<file path="config.mk">
export PLATFORM = sky130hd
export DESIGN_NAME = lspc_front_flat
export DESIGN_NICKNAME = d
export VERILOG_FILES = /design/src/rtl/core/lspc_pkg.sv /design/src/rtl/core/lspc_sample_if.sv /design/src/rtl/core/lspc_front.sv /design/src/flat_wrapper.sv
export SDC_FILE = /design/constraint.sdc
export NUM_CORES = 1
export LEC_CHECK = 0
export ABC_AREA = 0
export ABC_CLOCK_PERIOD_IN_PS = 8460
export BUFFER_PORTS_ARGS = -buffer_cell sky130_fd_sc_hd__buf_4
export CAP_MARGIN = 10
export CORE_MARGIN = 10
export CORE_UTILIZATION = 50
export CTS_CLUSTER_DIAMETER = 200
export DETAILED_ROUTE_END_ITERATION = 8
export GPL_TIMING_DRIVEN = 0
export PLACE_DENSITY = 0.85
export SYNTH_ARGS = -nofsm -noshare
export SYNTH_HDL_FRONTEND = slang
export SYNTH_SLANG_ARGS = --single-unit
</file>
<file path="constraint.sdc">
create_clock -name clk -period 8.46 [get_ports clk]
set_input_delay 1.269 -clock clk [delete_from_list [all_inputs] [get_ports clk]]
set_output_delay 1.269 -clock clk [all_outputs]
set_load 0.01 [all_outputs]
</file>
<file path="src/rtl/core/lspc_pkg.sv">
package lspc_pkg;

	localparam int DEF_PIXELS_PER_LINE = 128;
	localparam int DEF_SAMPLE_BITS     = 12;
	localparam int QUEUE_DEPTH         = 2;

	localparam int INDEX_W = 7;
	localparam int VALUE_W = 8;
	localparam int CFG_W   = 8;
	localparam int APB_AW  = 3;
	localparam int APB_DW  = 32;

	localparam logic [CFG_W-1:0] RST_SAMPLES_PER_PIXEL = 8'd200;
	localparam logic [CFG_W-1:0] RST_DISPLAY_HEIGHT    = 8'd160;

	typedef enum logic {
		REG_SAMPLES_PER_PIXEL = 1'b0,
		REG_DISPLAY_HEIGHT    = 1'b1
	} reg_index_t;

endpackage

</file>
<file path="src/rtl/core/lspc_sample_if.sv">
interface lspc_sample_if import lspc_pkg::*; #(
	parameter int SAMPLE_BITS = DEF_SAMPLE_BITS
);
	logic                   valid;
	logic                   ready;
	logic [SAMPLE_BITS-1:0] adc_sample;
	logic                   frame_start;

	modport source (output valid, output adc_sample, output frame_start, input ready);
	modport sink   (input valid, input adc_sample, input frame_start, output ready);
endinterface

</file>
<file path="src/rtl/core/lspc_front.sv">
module lspc_front import lspc_pkg::*; #(
	parameter int PIXELS_PER_LINE = DEF_PIXELS_PER_LINE,
	parameter int SAMPLE_BITS     = DEF_SAMPLE_BITS,
	localparam int SUM_W = SAMPLE_BITS + CFG_W,
	localparam int POS_W = $clog2(PIXELS_PER_LINE),
	localparam int JOB_W = SUM_W + CFG_W + POS_W + 1
) (
	input  logic             clk,
	input  logic             arst_n,
	lspc_sample_if.sink      samples,
	input  logic [CFG_W-1:0] samples_per_pixel,
	output logic             job_valid,
	output logic [JOB_W-1:0] job_data,
	input  logic             job_ready
);

	typedef struct packed {
		logic [SUM_W-1:0] sum;
		logic [CFG_W-1:0] spp;
		logic [POS_W-1:0] pos;
		logic             last;
	} job_t;

	logic [SUM_W-1:0] sum_q;
	logic [CFG_W-1:0] cnt_q;
	logic [POS_W-1:0] pos_q;

	logic [SUM_W-1:0] base_sum, new_sum;
	logic [CFG_W-1:0] base_cnt, new_cnt, spp_eff;
	logic [POS_W-1:0] base_pos;
	logic             complete, last, accept;
	job_t             job;

	always_comb begin
		base_sum = samples.frame_start ? '0 : sum_q;
		base_cnt = samples.frame_start ? '0 : cnt_q;
		base_pos = samples.frame_start ? '0 : pos_q;
		new_sum  = base_sum + SUM_W'(samples.adc_sample);
		new_cnt  = base_cnt + CFG_W'(1);
		spp_eff  = (samples_per_pixel == '0) ? CFG_W'(1) : samples_per_pixel;
		complete = new_cnt >= spp_eff;
		last     = base_pos == POS_W'(PIXELS_PER_LINE - 1);
		job.sum  = new_sum;
		job.spp  = spp_eff;
		job.pos  = base_pos;
		job.last = last;
	end

	assign samples.ready = job_ready;
	assign accept        = samples.valid && job_ready;
	assign job_valid     = samples.valid && complete;
	assign job_data      = job;

	always_ff @(posedge clk or negedge arst_n) begin
		if (!arst_n) begin
			sum_q <= '0;
			cnt_q <= '0;
			pos_q <= '0;
		end else if (accept) begin
			if (complete) begin
				sum_q <= '0;
				cnt_q <= '0;
				pos_q <= last ? '0 : base_pos + POS_W'(1);
			end else begin
				sum_q <= new_sum;
				cnt_q <= new_cnt;
				pos_q <= base_pos;
			end
		end
	end

endmodule

</file>
<file path="src/flat_wrapper.sv">
// flat-port wrapper written by rule: the top's interface ports become plain ports
module lspc_front_flat import lspc_pkg::*;
#(
	parameter int PIXELS_PER_LINE = DEF_PIXELS_PER_LINE,
	parameter int SAMPLE_BITS     = DEF_SAMPLE_BITS,
	localparam int SUM_W = SAMPLE_BITS + CFG_W,
	localparam int POS_W = $clog2(PIXELS_PER_LINE),
	localparam int JOB_W = SUM_W + CFG_W + POS_W + 1
)
  (clk, arst_n, samples_per_pixel, job_valid, job_data, job_ready, samples_valid, samples_adc_sample, samples_frame_start, samples_ready);
  lspc_sample_if #(.SAMPLE_BITS(SAMPLE_BITS)) samples_i ();
  input  logic clk;
  input  logic arst_n;
  input  logic [CFG_W-1:0] samples_per_pixel;
  output logic job_valid;
  output logic [JOB_W-1:0] job_data;
  input  logic job_ready;
  input wire logic [$bits(samples_i.valid)-1:0] samples_valid;
  input wire logic [$bits(samples_i.adc_sample)-1:0] samples_adc_sample;
  input wire logic [$bits(samples_i.frame_start)-1:0] samples_frame_start;
  output wire logic [$bits(samples_i.ready)-1:0] samples_ready;
  assign samples_i.valid = samples_valid;
  assign samples_i.adc_sample = samples_adc_sample;
  assign samples_i.frame_start = samples_frame_start;
  assign samples_ready = samples_i.ready;
  lspc_front #(.PIXELS_PER_LINE(PIXELS_PER_LINE), .SAMPLE_BITS(SAMPLE_BITS)) u_core (.clk(clk), .arst_n(arst_n), .samples(samples_i), .samples_per_pixel(samples_per_pixel), .job_valid(job_valid), .job_data(job_data), .job_ready(job_ready));
endmodule
</file>
==> out/metrics.cfg <==
[timing]
final-hold-violation-count = 0
slew_headroom_pct = 60.0
setup_violations = 0
period_share_pct = 72.4
min_period_ns = 6.13
drv_slew = 0
setup-tns-final_ns = 0
fmax_ghz = 0.163
clock_skew_ns = 0.00833
tightest_slew_ns = 0.593
rsz0062_at_grt = no

[floorplan]
io-pin-count = 63
die_area_sq_um = 8900
die_x_microns = 94.4
fp.dieH_microns = 94.4
initial_core_util_pct = 50.8
core_area_sq_um = 5440
fp-row-count = 27

[synthesis]
postSynthAreaPerCell_sq_um = 8.21
synth_cell_type_count = 47
syn_inst = 337
async_flop_share_pct = 100
synth.most_common_cell = nand2_1
synth-seq-area-share_pct = 31.7
synthFlopType = dfrtp_1
synth_area_leaders = dfrtp_1, ha_1, nand2_1
synth_seq_cells = 35
yosys.area.top_type = dfrtp_1
yosysWarnings = 0
post-synth-top-area-fraction_pct = 31.7
mappedNetlistArea_sq_um = 2770
synth-edff-count = 0
synthTopCellsByCount = nand2_1, dfrtp_1, a21oi_1, nor2b_1
syn-num-nets = 385

[clock_tree]
cts_tree = built
post_cts_resized = 0
cts_sinks = 35
cts_buffers = 5
cts_hold_buf = 0
h-tree-depth = 2
path_clk_slew_ns = 0.06
cts_setup_buffers = 0
insertion_delay_ns = 0.30
clk_path_buf_depth = 2
clockRootBuffer = clkbuf_8

[critical_path]
cp-startpoint = samples_frame_start
path_common_cell = clkbuf_1
cp-end-kind = output pin
ff2ff_setup_slack_ns = 4.75
r2r-start = u_core.cnt_q[0]
path_delay_family = buffers and inverters
cp.arrival_ns = 4.86
crit_required_ns = 7.19
path_class = input port to output pin
crit_cells = 14
crit_path_top_delay_cell = o21ai_0
critical_path.n_buffers_inverters = 5
cpPeakStageDelay_ns = 0.50
cp_max_fo = 10
start_kind = input port
reg2regPathDepth = 13
crit_chain = clkbuf_1, clkbuf_1, clkbuf_1, nor2b_1, ha_1, nand3_1, xor2_1, nor2_1, ha_1, nand4_1, o21ai_0, clkbuf_1, and2_1, buf_4

[global_routing]
grt_first_pass_wirelength_microns = 12300
track_usage_pct = 16.9
grt_pass1_vias = 2734
grt_overflow_total = 0
antenna_found_initial = 0
grt_max_degree = 36

[pwr]
ir_drop_mv = 0.131
switching_share_pct = 35.5
clkPwrFrac_pct = 23.2
power.density_nw_per_um2 = 173
p_int_mw = 0.382
p_sw_mw = 0.210
p_leak_nw = 1.64
p_seq_share_pct = 35.6
combPwrFrac_pct = 41.3

[routing]
viasPerCell = 5.63
wl_microns = 7390
antenna_left = 0
initialDrtViolationCount = 131
wl_per_cell_microns = 15.4
dr_total_vias = 2691
drtPass1Iterations = 4
drc_errors = 0

[hold_path]
hold_start = u_core.sum_q[0]
hold_class = register to register
hold_depth = 2

[finish]
multiInputGateArea_sq_um = 1750
fillCellCount = 471
syn_to_final_growth_pct = 23.4
seqCellArea_sq_um = 876
drive_gt1_share_pct = 19.2
final_core_util_pct = 62.8
antenna-diode-count = 0
layout.nets = 453
final_area_sq_um = 3410

[job]
maxCapViolCount = 0

[place]
io_buffer_count = 61
hpwl_microns = 5730
dpl-instance-area_sq_um = 3310
gp_congestion = 0.875

[outcome]
status = completed

==> placed cells by master (no fill, tap or decap), types with 13 or more instances in the layout <==
cell	synthesis	routed
nand3_1	14	14
clkbuf_1	18	19
xnor2_1	17	17
nor2_1	18	18
inv_1	13	13
a21oi_1	23	23
nand2_1	49	49
dfrtp_1	35	35
nor2b_1	23	23
o21ai_0	22	22
ha_1	22	22
buf_4	2	63
==> sequential cells by signal (all words and copies together), names as in the netlist <==
register	count
u_core.sum_q	20
u_core.cnt_q	8
u_core.pos_q	7
==> area by class of cell <==
type,instances,share of cell area (%)
clock buffers,8,2.93
flip-flops and latches,35,25.7
inverters,13,1.43
well taps,72,2.64
multi-input cells,267,51.3
repair buffers,61,13.4
plain buffers,22,2.64
==> kinds of logic after synthesis <==
family,share of synthesized area (%)
AND/OR/NAND/NOR,24.7
AO/OA/AOI/OAI,19.6
buffers and inverters,5.02
flip-flops,31.7
XOR/XNOR,7.60
adder cells (fa/ha/maj),10.7
multiplexers,0.769
==> through the flow <==
step	hold WS, ns	power, mW	worst slack, ns	instances
final	0.479	0.592	2.33	478
after global routing	0.497	0.631	1.98	478
after CTS	0.480	0.596	2.36	478
after detailed placement	0.466	0.458	2.35	470
after global placement	0.456	0.449	2.44	470
after floorplan	0.442	0.366	3.26	337
==> final timing paths <==
check,endpoint
max,job_valid
min,u_core.sum_q[0]
max reg2reg,u_core.sum_q[18]
min reg2reg,u_core.sum_q[0]
max in group asynchronous,u_core.cnt_q[1]
min in group asynchronous,u_core.pos_q[5]
==> worst register-to-register path, delay by kind of cell (launching register included) <==
kind / cells / cell delay [ns]
AO/OA/AOI/OAI: 4 / 0.80
adder cells (fa/ha/maj): 2 / 0.52
buffers and inverters: 1 / 0.32
flip-flops: 1 / 0.37
multiplexers: 1 / 0.15
AND/OR/NAND/NOR: 5 / 1.49
==> power by group through the flow <==
| stage | registers, mW | clock network (mW) | logic [mW] |
|---|---|---|---|
| CTS | 0.210 | 0.139 | 0.247 |
| finish | 0.211 | 0.137 | 0.244 |
| global route | 0.214 | 0.147 | 0.270 |
| floorplan | 0.207 | 0 | 0.158 |
| detailed placement | 0.212 | 0 | 0.245 |
| global placement | 0.211 | 0 | 0.238 |
==> routing by layer <==
metal | global-route usage, % | share of wire [%]
met1 | 19.9 | 43
met4 | 4.81 | 1.1
met3 | 4.76 | 5.8
met5 | 0 | 0
met2 | 29.2 | 50
Power figures use the tool's default switching activity.
