`src/rtl/core/lspc_pkg.sv`:
```
package lspc_pkg;

	localparam int DEF_PIXELS_PER_LINE = 128;
	localparam int DEF_SAMPLE_BITS     = 12;
	localparam int QUEUE_DEPTH         = 2;

	localparam int INDEX_W = 7;
	localparam int VALUE_W = 8;
	localparam int CFG_W   = 8;
	localparam int APB_AW  = 3;
	localparam int APB_DW  = 32;

	localparam logic [CFG_W-1:0] RST_SAMPLES_PER_PIXEL = 8'd200;
	localparam logic [CFG_W-1:0] RST_DISPLAY_HEIGHT    = 8'd160;

	typedef enum logic {
		REG_SAMPLES_PER_PIXEL = 1'b0,
		REG_DISPLAY_HEIGHT    = 1'b1
	} reg_index_t;

endpackage

```
`src/rtl/core/lspc_queue.sv`:
```
module lspc_queue import lspc_pkg::*; #(
	parameter int WIDTH = 1,
	parameter int DEPTH = QUEUE_DEPTH
) (
	input  logic             clk,
	input  logic             arst_n,
	input  logic             push_valid,
	input  logic [WIDTH-1:0] push_data,
	output logic             push_ready,
	output logic             pop_valid,
	output logic [WIDTH-1:0] pop_data,
	input  logic             pop_ready
);

	localparam int PTR_W = (DEPTH > 1) ? $clog2(DEPTH) : 1;
	localparam int CNT_W = $clog2(DEPTH + 1);

	logic [WIDTH-1:0] mem_q [DEPTH];
	logic [PTR_W-1:0] wr_ptr_q, rd_ptr_q;
	logic [CNT_W-1:0] count_q;
	logic             push, pop;

	assign push_ready = count_q != CNT_W'(DEPTH);
	assign pop_valid  = count_q != '0;
	assign pop_data   = mem_q[rd_ptr_q];
	assign push       = push_valid && push_ready;
	assign pop        = pop_valid && pop_ready;

	always_ff @(posedge clk) begin
		if (push) begin
			mem_q[wr_ptr_q] <= push_data;
		end
	end

	always_ff @(posedge clk or negedge arst_n) begin
		if (!arst_n) begin
			wr_ptr_q <= '0;
			rd_ptr_q <= '0;
			count_q  <= '0;
		end else begin
			if (push) begin
				wr_ptr_q <= (wr_ptr_q == PTR_W'(DEPTH - 1)) ? '0 : wr_ptr_q + PTR_W'(1);
			end
			if (pop) begin
				rd_ptr_q <= (rd_ptr_q == PTR_W'(DEPTH - 1)) ? '0 : rd_ptr_q + PTR_W'(1);
			end
			if (push && !pop) begin
				count_q <= count_q + CNT_W'(1);
			end else if (pop && !push) begin
				count_q <= count_q - CNT_W'(1);
			end
		end
	end

endmodule

```
`config.mk`:
```
export PLATFORM = sky130hd
export DESIGN_NAME = lspc_queue
export DESIGN_NICKNAME = d
export VERILOG_FILES = /design/src/rtl/core/lspc_pkg.sv /design/src/rtl/core/lspc_queue.sv
export SDC_FILE = /design/constraint.sdc
export NUM_CORES = 1
export LEC_CHECK = 0
export ABC_AREA = 0
export BUFFER_PORTS_ARGS = -buffer_cell sky130_fd_sc_hd__buf_2
export CORE_AREA = 4 4 41 43
export DETAILED_ROUTE_END_ITERATION = 8
export DIE_AREA = 0 0 45 47
export PLACE_DENSITY_LB_ADDON = 0.3
export SLEW_MARGIN = 0
export SYNTH_ARGS = -nofsm -noshare
export SYNTH_HDL_FRONTEND = slang
export SYNTH_SLANG_ARGS = --single-unit
export TNS_END_PERCENT = 10
```
`constraint.sdc`:
```
create_clock -name clk -period 3.7 [get_ports clk]
set_input_delay 0.74 -clock clk [delete_from_list [all_inputs] [get_ports clk]]
set_output_delay 0.74 -clock clk [all_outputs]
set_load 0.005 [all_outputs]
```
==> reports/summary.txt, run 1 <==
Post-synthesis sequential area ratio - 56.64%
Clock latency at the later pin of the worst-skew pair - 0.25 ns
Die ar. - 2115 um2
CP endpoint kind - primary output
Largest area contributor in the netlist - dfrtp_1
Delay-heaviest family, CP - flip-flops
Vias/cell - 3.894
H-tree depth - 1
Row count - 13
Hold buffers post-CTS - 0
Final wirelength - 514 um
Total Power - 0.3137 mW
Leakage - 0.1709 nW
Worst hold path type - in -> async
WP data arrival - 1.08 ns
Combinational share of power - 38.7%
Power Density - 864.4 nW/um2
Synth top area cells - dfrtp_1 (35%), edfxtp_1 (21%), xnor2_1 (9.3%), xor2_1 (6.2%), nand2b_4 (4.9%)
Worst-margin pin slew - 0.1809 ns
Library cells used by synthesis - 13
Setup_tns - 0 ns
Synthesized Nets - 27
Req. time, crit path - 2.96 ns
Unrepaired setup endpoints after global routing - false
GRT Total Usage - 6.677%
DRC errors left - 0
Initial Util - 21.73%
Switching fraction of total power - 32.37%
GP Congestion - 0.6624
ANT cells - 0
Synthesis-stage register bit count - 6
Syn avg cell area - 13.47 um2
CTS root buf - clkbuf_4
DP HPWL - 365.1 um
CP Cell Sequence - mux2_2, buf_2
Pin count of the biggest net entering global routing - 5
Place WS - 2.014 ns
Most common cell in the synthesized netlist - dfrtp_1
Post-synth top cells - dfrtp_1 (4), xnor2_1 (3), edfxtp_1 (2), nor2_1 (2), xor2_1 (2)
Chip height - 47 um
Detailed-route via count - 183
Nets - 39
Psw - 0.1015 mW
CTS tree - built
Sequential power share - 40.5%
Core area - 1301 um2
Worst setup margin - 1.885 ns
Final worst path period share - 49.06%
DRT antenna net count - 0
Peak Freq - 0.5509 GHz
WS Path Type - reg -> out
Largest fanout on the critical path - 2
Max-Cap Viols - 0
Max Transition Viols Final - 0
Routed WL per cell - 10.94 um
Setup bufs post-CTS - 0
Outcome - complete, no violations
Core Util, Final - 27.88%
Slew HR - 87.94%
Die width - 45 um
Grt ovf - 0
Post-cts resize count - 0
Peak VDD IR - 0.3224 mV
Final setup viols - 0
Clock power frac - 20.8%
Ys flop type - dfrtp_1
Async SR Flop Fraction - 66.67%
Synthesis-to-layout area growth - 28.32%
Final min period - 1.815 ns
IO buf count - 7
Worst setup SP type - flop
Initial antenna violation count - 0
Area of the mapped netlist - 282.8 um2
Layout Cell Area excl Fill - 362.8 um2
Area share of the leading cell type in the synthesized netlist - 35.40%
First-pass GRT wire length - 897 um
Ports - 8
Layout cells sized above 1 - 43.75%
Fin. Hold Viols - 0
Clock Skews - 0.008745 ns
Post-Syn Instances - 21
TritonCTS Buffers - 3
Crit path buffers/inverters - 1
Yosys warning count - 0
Vias in the first global route - 221
CP max stage delay - 0.37 ns
First-pass iteration count of the detailed router - 2
Cell-internal power - 0.2121 mW
Post-synth EDFFs - 2
Clock-pin slew on the worst setup and hold paths - 0.05 ns
Buffer levels on the longest clock path - 2
CTS Sinks - 6
Slowest cell on crit path - dfrtp_1
Area after DPL - 336.6 um2
Initial drt markers - 2
==> worst paths after layout <==
path	slack, ns	cells past startpoint	to	from
worst max-delay path	1.88	2	pop_data	rd_ptr_q
worst min-delay path	0.29	1	rd_ptr_q	arst_n
worst max register to register	2.25	7	count_q[1]	count_q[0]
worst min register to register	0.49	1	wr_ptr_q	wr_ptr_q
max in group asynchronous	3.27	1	count_q[0]	arst_n
min in group clk	0.49	1	wr_ptr_q	wr_ptr_q
==> cells in the final DEF, fill, tap and decap left out, drive strengths merged <==
cell type / synthesis / layout
dfrtp: 4 / 4
edfxtp: 2 / 2
xnor2: 3 / 3
xor2: 2 / 2
nand2: 2 / 2
clkbuf: 0 / 4
ha: 1 / 1
buf: 0 / 7
nand2b: 1 / 1
nor2: 2 / 2
mux2: 1 / 1
inv: 1 / 1
and3: 1 / 1
or2: 1 / 1
==> power by group through the flow <==
| stage | combinational, mW | sequential, mW | clock (mW) |
|---|---|---|---|
| floorplan | 0.0942 | 0.122 | 0 |
| global placement | 0.120 | 0.126 | 0 |
| detailed placement | 0.120 | 0.128 | 0 |
| CTS | 0.125 | 0.128 | 0.0701 |
| global route | 0.138 | 0.130 | 0.0731 |
| finish | 0.121 | 0.127 | 0.0654 |
==> per-layer routing <==
layer  GRT usage, %  vias up  part of all wire [%]
met1          5.093       87                    37
met2          10.73        7                    51
met5              0        -                     0
met4          3.509        0                     0
met3          6.897        0                    13
li1               -       89                     -
==> layout make-up <==
class,instances,area (um2)
fillers,146,938.4
flip-flops and latches,6,160.2
multi-input cells,14,118.9
repair buffers,7,35.03
clock buffers,4,26.28
well taps,15,18.77
inverters,1,3.754
==> kinds of logic after synthesis <==
family / synth area share [%]
xor+xnor: 15.49
fa+ha+maj: 4.424
buf+inv: 1.326
flops: 56.64
mux: 3.982
simple gates: 18.14
==> through the flow <==
stage / cells / hold slack (ns)
after floorplan: 21 / 0.4444
after global placement: 43 / 0.4742
after detailed placement: 43 / 0.4730
after CTS: 47 / 0.2810
after global routing: 47 / 0.2815
final: 47 / 0.2930
==> sequential cells by signal (all words and copies together), names as in the netlist <==
signal / flops
count_q: 2
mem_q: 2
rd_ptr_q: 1
wr_ptr_q: 1
(Power assumes the default switching activity.)
==> inputs of run 2 (changes only) <==
- clock period: 3.7 -> 1.5 ns (I/O delays scaled with it)
==> run 2 against run 1 <==
Clock-buffer cell count is the same. Clock power grew to 2.5 times the previous value. Utilization is 1.5 points higher. Final cell count grew 4.3%. Via count increased by 4.9%. Critical endpoint is now count_q[1]. Highest routed layer unchanged.
==> reports/summary.txt, run 2 (synthesis gave the netlist of run 1 again) <==
Outcome - complete, no violations
Commonest non-fill, non-tap cell in the layout - buf_2
Layout Cell Area excl Fill - 382.9 um2 (+5.5%)
Row count - 13 (unchanged)
Largest fanout on the critical path - 4 (+2)
Most frequent cell on the critical path - xor2_1
Slowest cell on crit path - dfrtp_1
Biggest regs - count_q (2), mem_q (2)
Final min period - 1.420 ns
Max-Cap Viols - 0 (unchanged)
CP max stage delay - 0.41 ns (+0.04 ns)
Max Transition Viols Final - 0 (unchanged)
GRT Max-Usage Layer - met2
CTS tree - built
Slew HR - 88.54% (+0.60 points)
TritonCTS Buffers - 3 (unchanged)
Reg-to-Reg End - count_q[1]
Worst-margin pin slew - 0.1719 ns (-0.009046 ns)
ANT cells - 0 (unchanged)
Most frequent cells in the layout - buf_2 (7), dfrtp_1 (4), xnor2_1 (3), clkbuf_4 (3)
Worst Hold End - mem_q[1]
Synthesis-to-layout area growth - 35.40%
Detailed-route via count - 192 (+4.9%)
Worst hold path type - in -> reg
RR Startpoint - count_q[0]
Initial Util - 21.73% (unchanged)
Delay-heaviest family, CP - flip-flops
Core area - 1301 um2 (unchanged)
Die ar. - 2115 um2 (unchanged)
DRT antenna net count - 0 (unchanged)
Vias/cell - 3.918 (+0.64%)
Final worst path period share - 94.64%
Peak VDD IR - 0.7848 mV (+140%)
Placed Cells - 43 (unchanged)
CTS Sinks - 6 (unchanged)
WP data arrival - 1.59 ns (+0.51 ns)
Chip height - 47 um (unchanged)
IO buf count - 7 (unchanged)
Grt ovf - 0 (unchanged)
H-tree depth - 1 (unchanged)
DRC errors left - 0 (unchanged)
Initial drt markers - 0 (-2)
First-pass iteration count of the detailed router - 1 (-1)
CTS root buf - clkbuf_4
Initial antenna violation count - 0 (unchanged)
CP Cell Sequence - nand2b_4, nand2_2, inv_1, ha_1, xor2_1, nor2_1, xor2_1
R2r worst-path depth - 7 (unchanged)
Vias in the first global route - 220 (-0.45%)
Req. time, crit path - 1.67 ns (-1.29 ns)
Clock latency at the later pin of the worst-skew pair - 0.25 ns (about the same)
GP Congestion - 0.6623 (about the same)
Core Util, Final - 29.42% (+1.5 points)
GR Util met2 - 10.73% (unchanged)
First-pass GRT wire length - 855 um (-4.7%)
Nets - 41 (+5.1%)
Crit path buffers/inverters - 1 (unchanged)
Ports - 8 (unchanged)
FF-to-FF setup slack - 0.08 ns (-2.17 ns)
GRT met1 Usage - 5.104% (+0.012 points)
Leakage - 0.1800 nW (+5.4%)
Final wirelength - 506 um (-1.6%)
GRT Total Usage - 6.523% (-0.15 points)
Routed WL per cell - 10.33 um (-5.6%)
Hold path start - push_data
Buffer levels on the longest clock path - 2 (unchanged)
Fillers - 143 (-2.1%)
Final setup viols - 0 (unchanged)
Hold WS - 0.2494 ns (-0.04354 ns)
Setup_tns - 0 ns (unchanged)
WS Path Type - reg -> reg
Fin. Hold Viols - 0 (unchanged)
Pin count of the biggest net entering global routing - 5 (unchanged)
Peak Freq - 0.7044 GHz
Critical path depth - 7 (+5)
DP HPWL - 367.7 um (+0.71%)
Fin cells - 49 (+4.3%)
Die width - 45 um (unchanged)
Power Density - 2087 nW/um2 (+140%)
Cells on Worst Hold Path - 1
Clock Skews - 0.003662 ns (-0.005082 ns)
Grt met3 use - 6.130% (-0.77 points)
Unrepaired setup endpoints after global routing - false
Area after DPL - 336.6 um2 (unchanged)
Layout cells sized above 1 - 47.06% (+3.3 points)
Worst setup SP type - flop
Clock-pin slew on the worst setup and hold paths - 0.05 ns (about the same)
CP endpoint kind - flop
==> run 2: changes by cell type in the layout (fill, tap and decap cells not counted), sizes merged <==
cell	delta
buf	+1
dlygate4sd3	+1
==> run 2: final cells by class <==
class                      instances  area, um2  share of cell area, %
inverter                           1      3.754                 0.9804
tap                               15      18.77                  4.902
timing repair buffer               9      52.55                  13.73
clock buffer                       4      26.28                  6.863
sequential                         6      160.2                  41.83
multi-input combinational         14      121.4                  31.70
==> run 2: routing by layer <==
layer / wire length (um) / share of wire (%)
met4: 0 / 0
met1: 191 / 38
met3: 63 / 12
met5: 0 / 0
met2: 251 / 50
==> run 2: worst max-delay path by stage <==
stage                     startpoint    endpoint  slack (ns)
final                     count_q[0]  count_q[1]        0.08
after detailed placement  count_q[0]  count_q[1]        0.05
after global routing      count_q[0]  count_q[1]       0.002
after floorplan           count_q[0]  count_q[1]        0.15
after global placement    count_q[0]  count_q[1]        0.09
after CTS                 count_q[0]  count_q[1]        0.03
==> run 2: power breakdown <==
group          internal (mW)  switching (mW)  total (mW)  leakage, nW
clock                  0.101          0.0633       0.164       0.0150
combinational          0.196           0.130       0.327       0.0998
sequential             0.246          0.0621       0.308       0.0652
total                  0.543           0.256       0.799        0.180
==> run 2: stage by stage <==
stage	setup WS, ns	total power [mW]
floorplan	0.1505	0.5337
global placement	0.09343	0.6061
detailed placement	0.04887	0.6146
CTS	0.02905	0.7951
global route	0.001631	0.8718
finish	0.08033	0.7990
==> run 2: timing repair <==
action | 4_1_cts | 5_1_grt
buffers inserted | 0 | 1
setup endpoints to repair | 0 | 1
resized for setup | 0 | 1
hold buffers | 1 | 0
endpoints found under the hold margin | 4 | 0
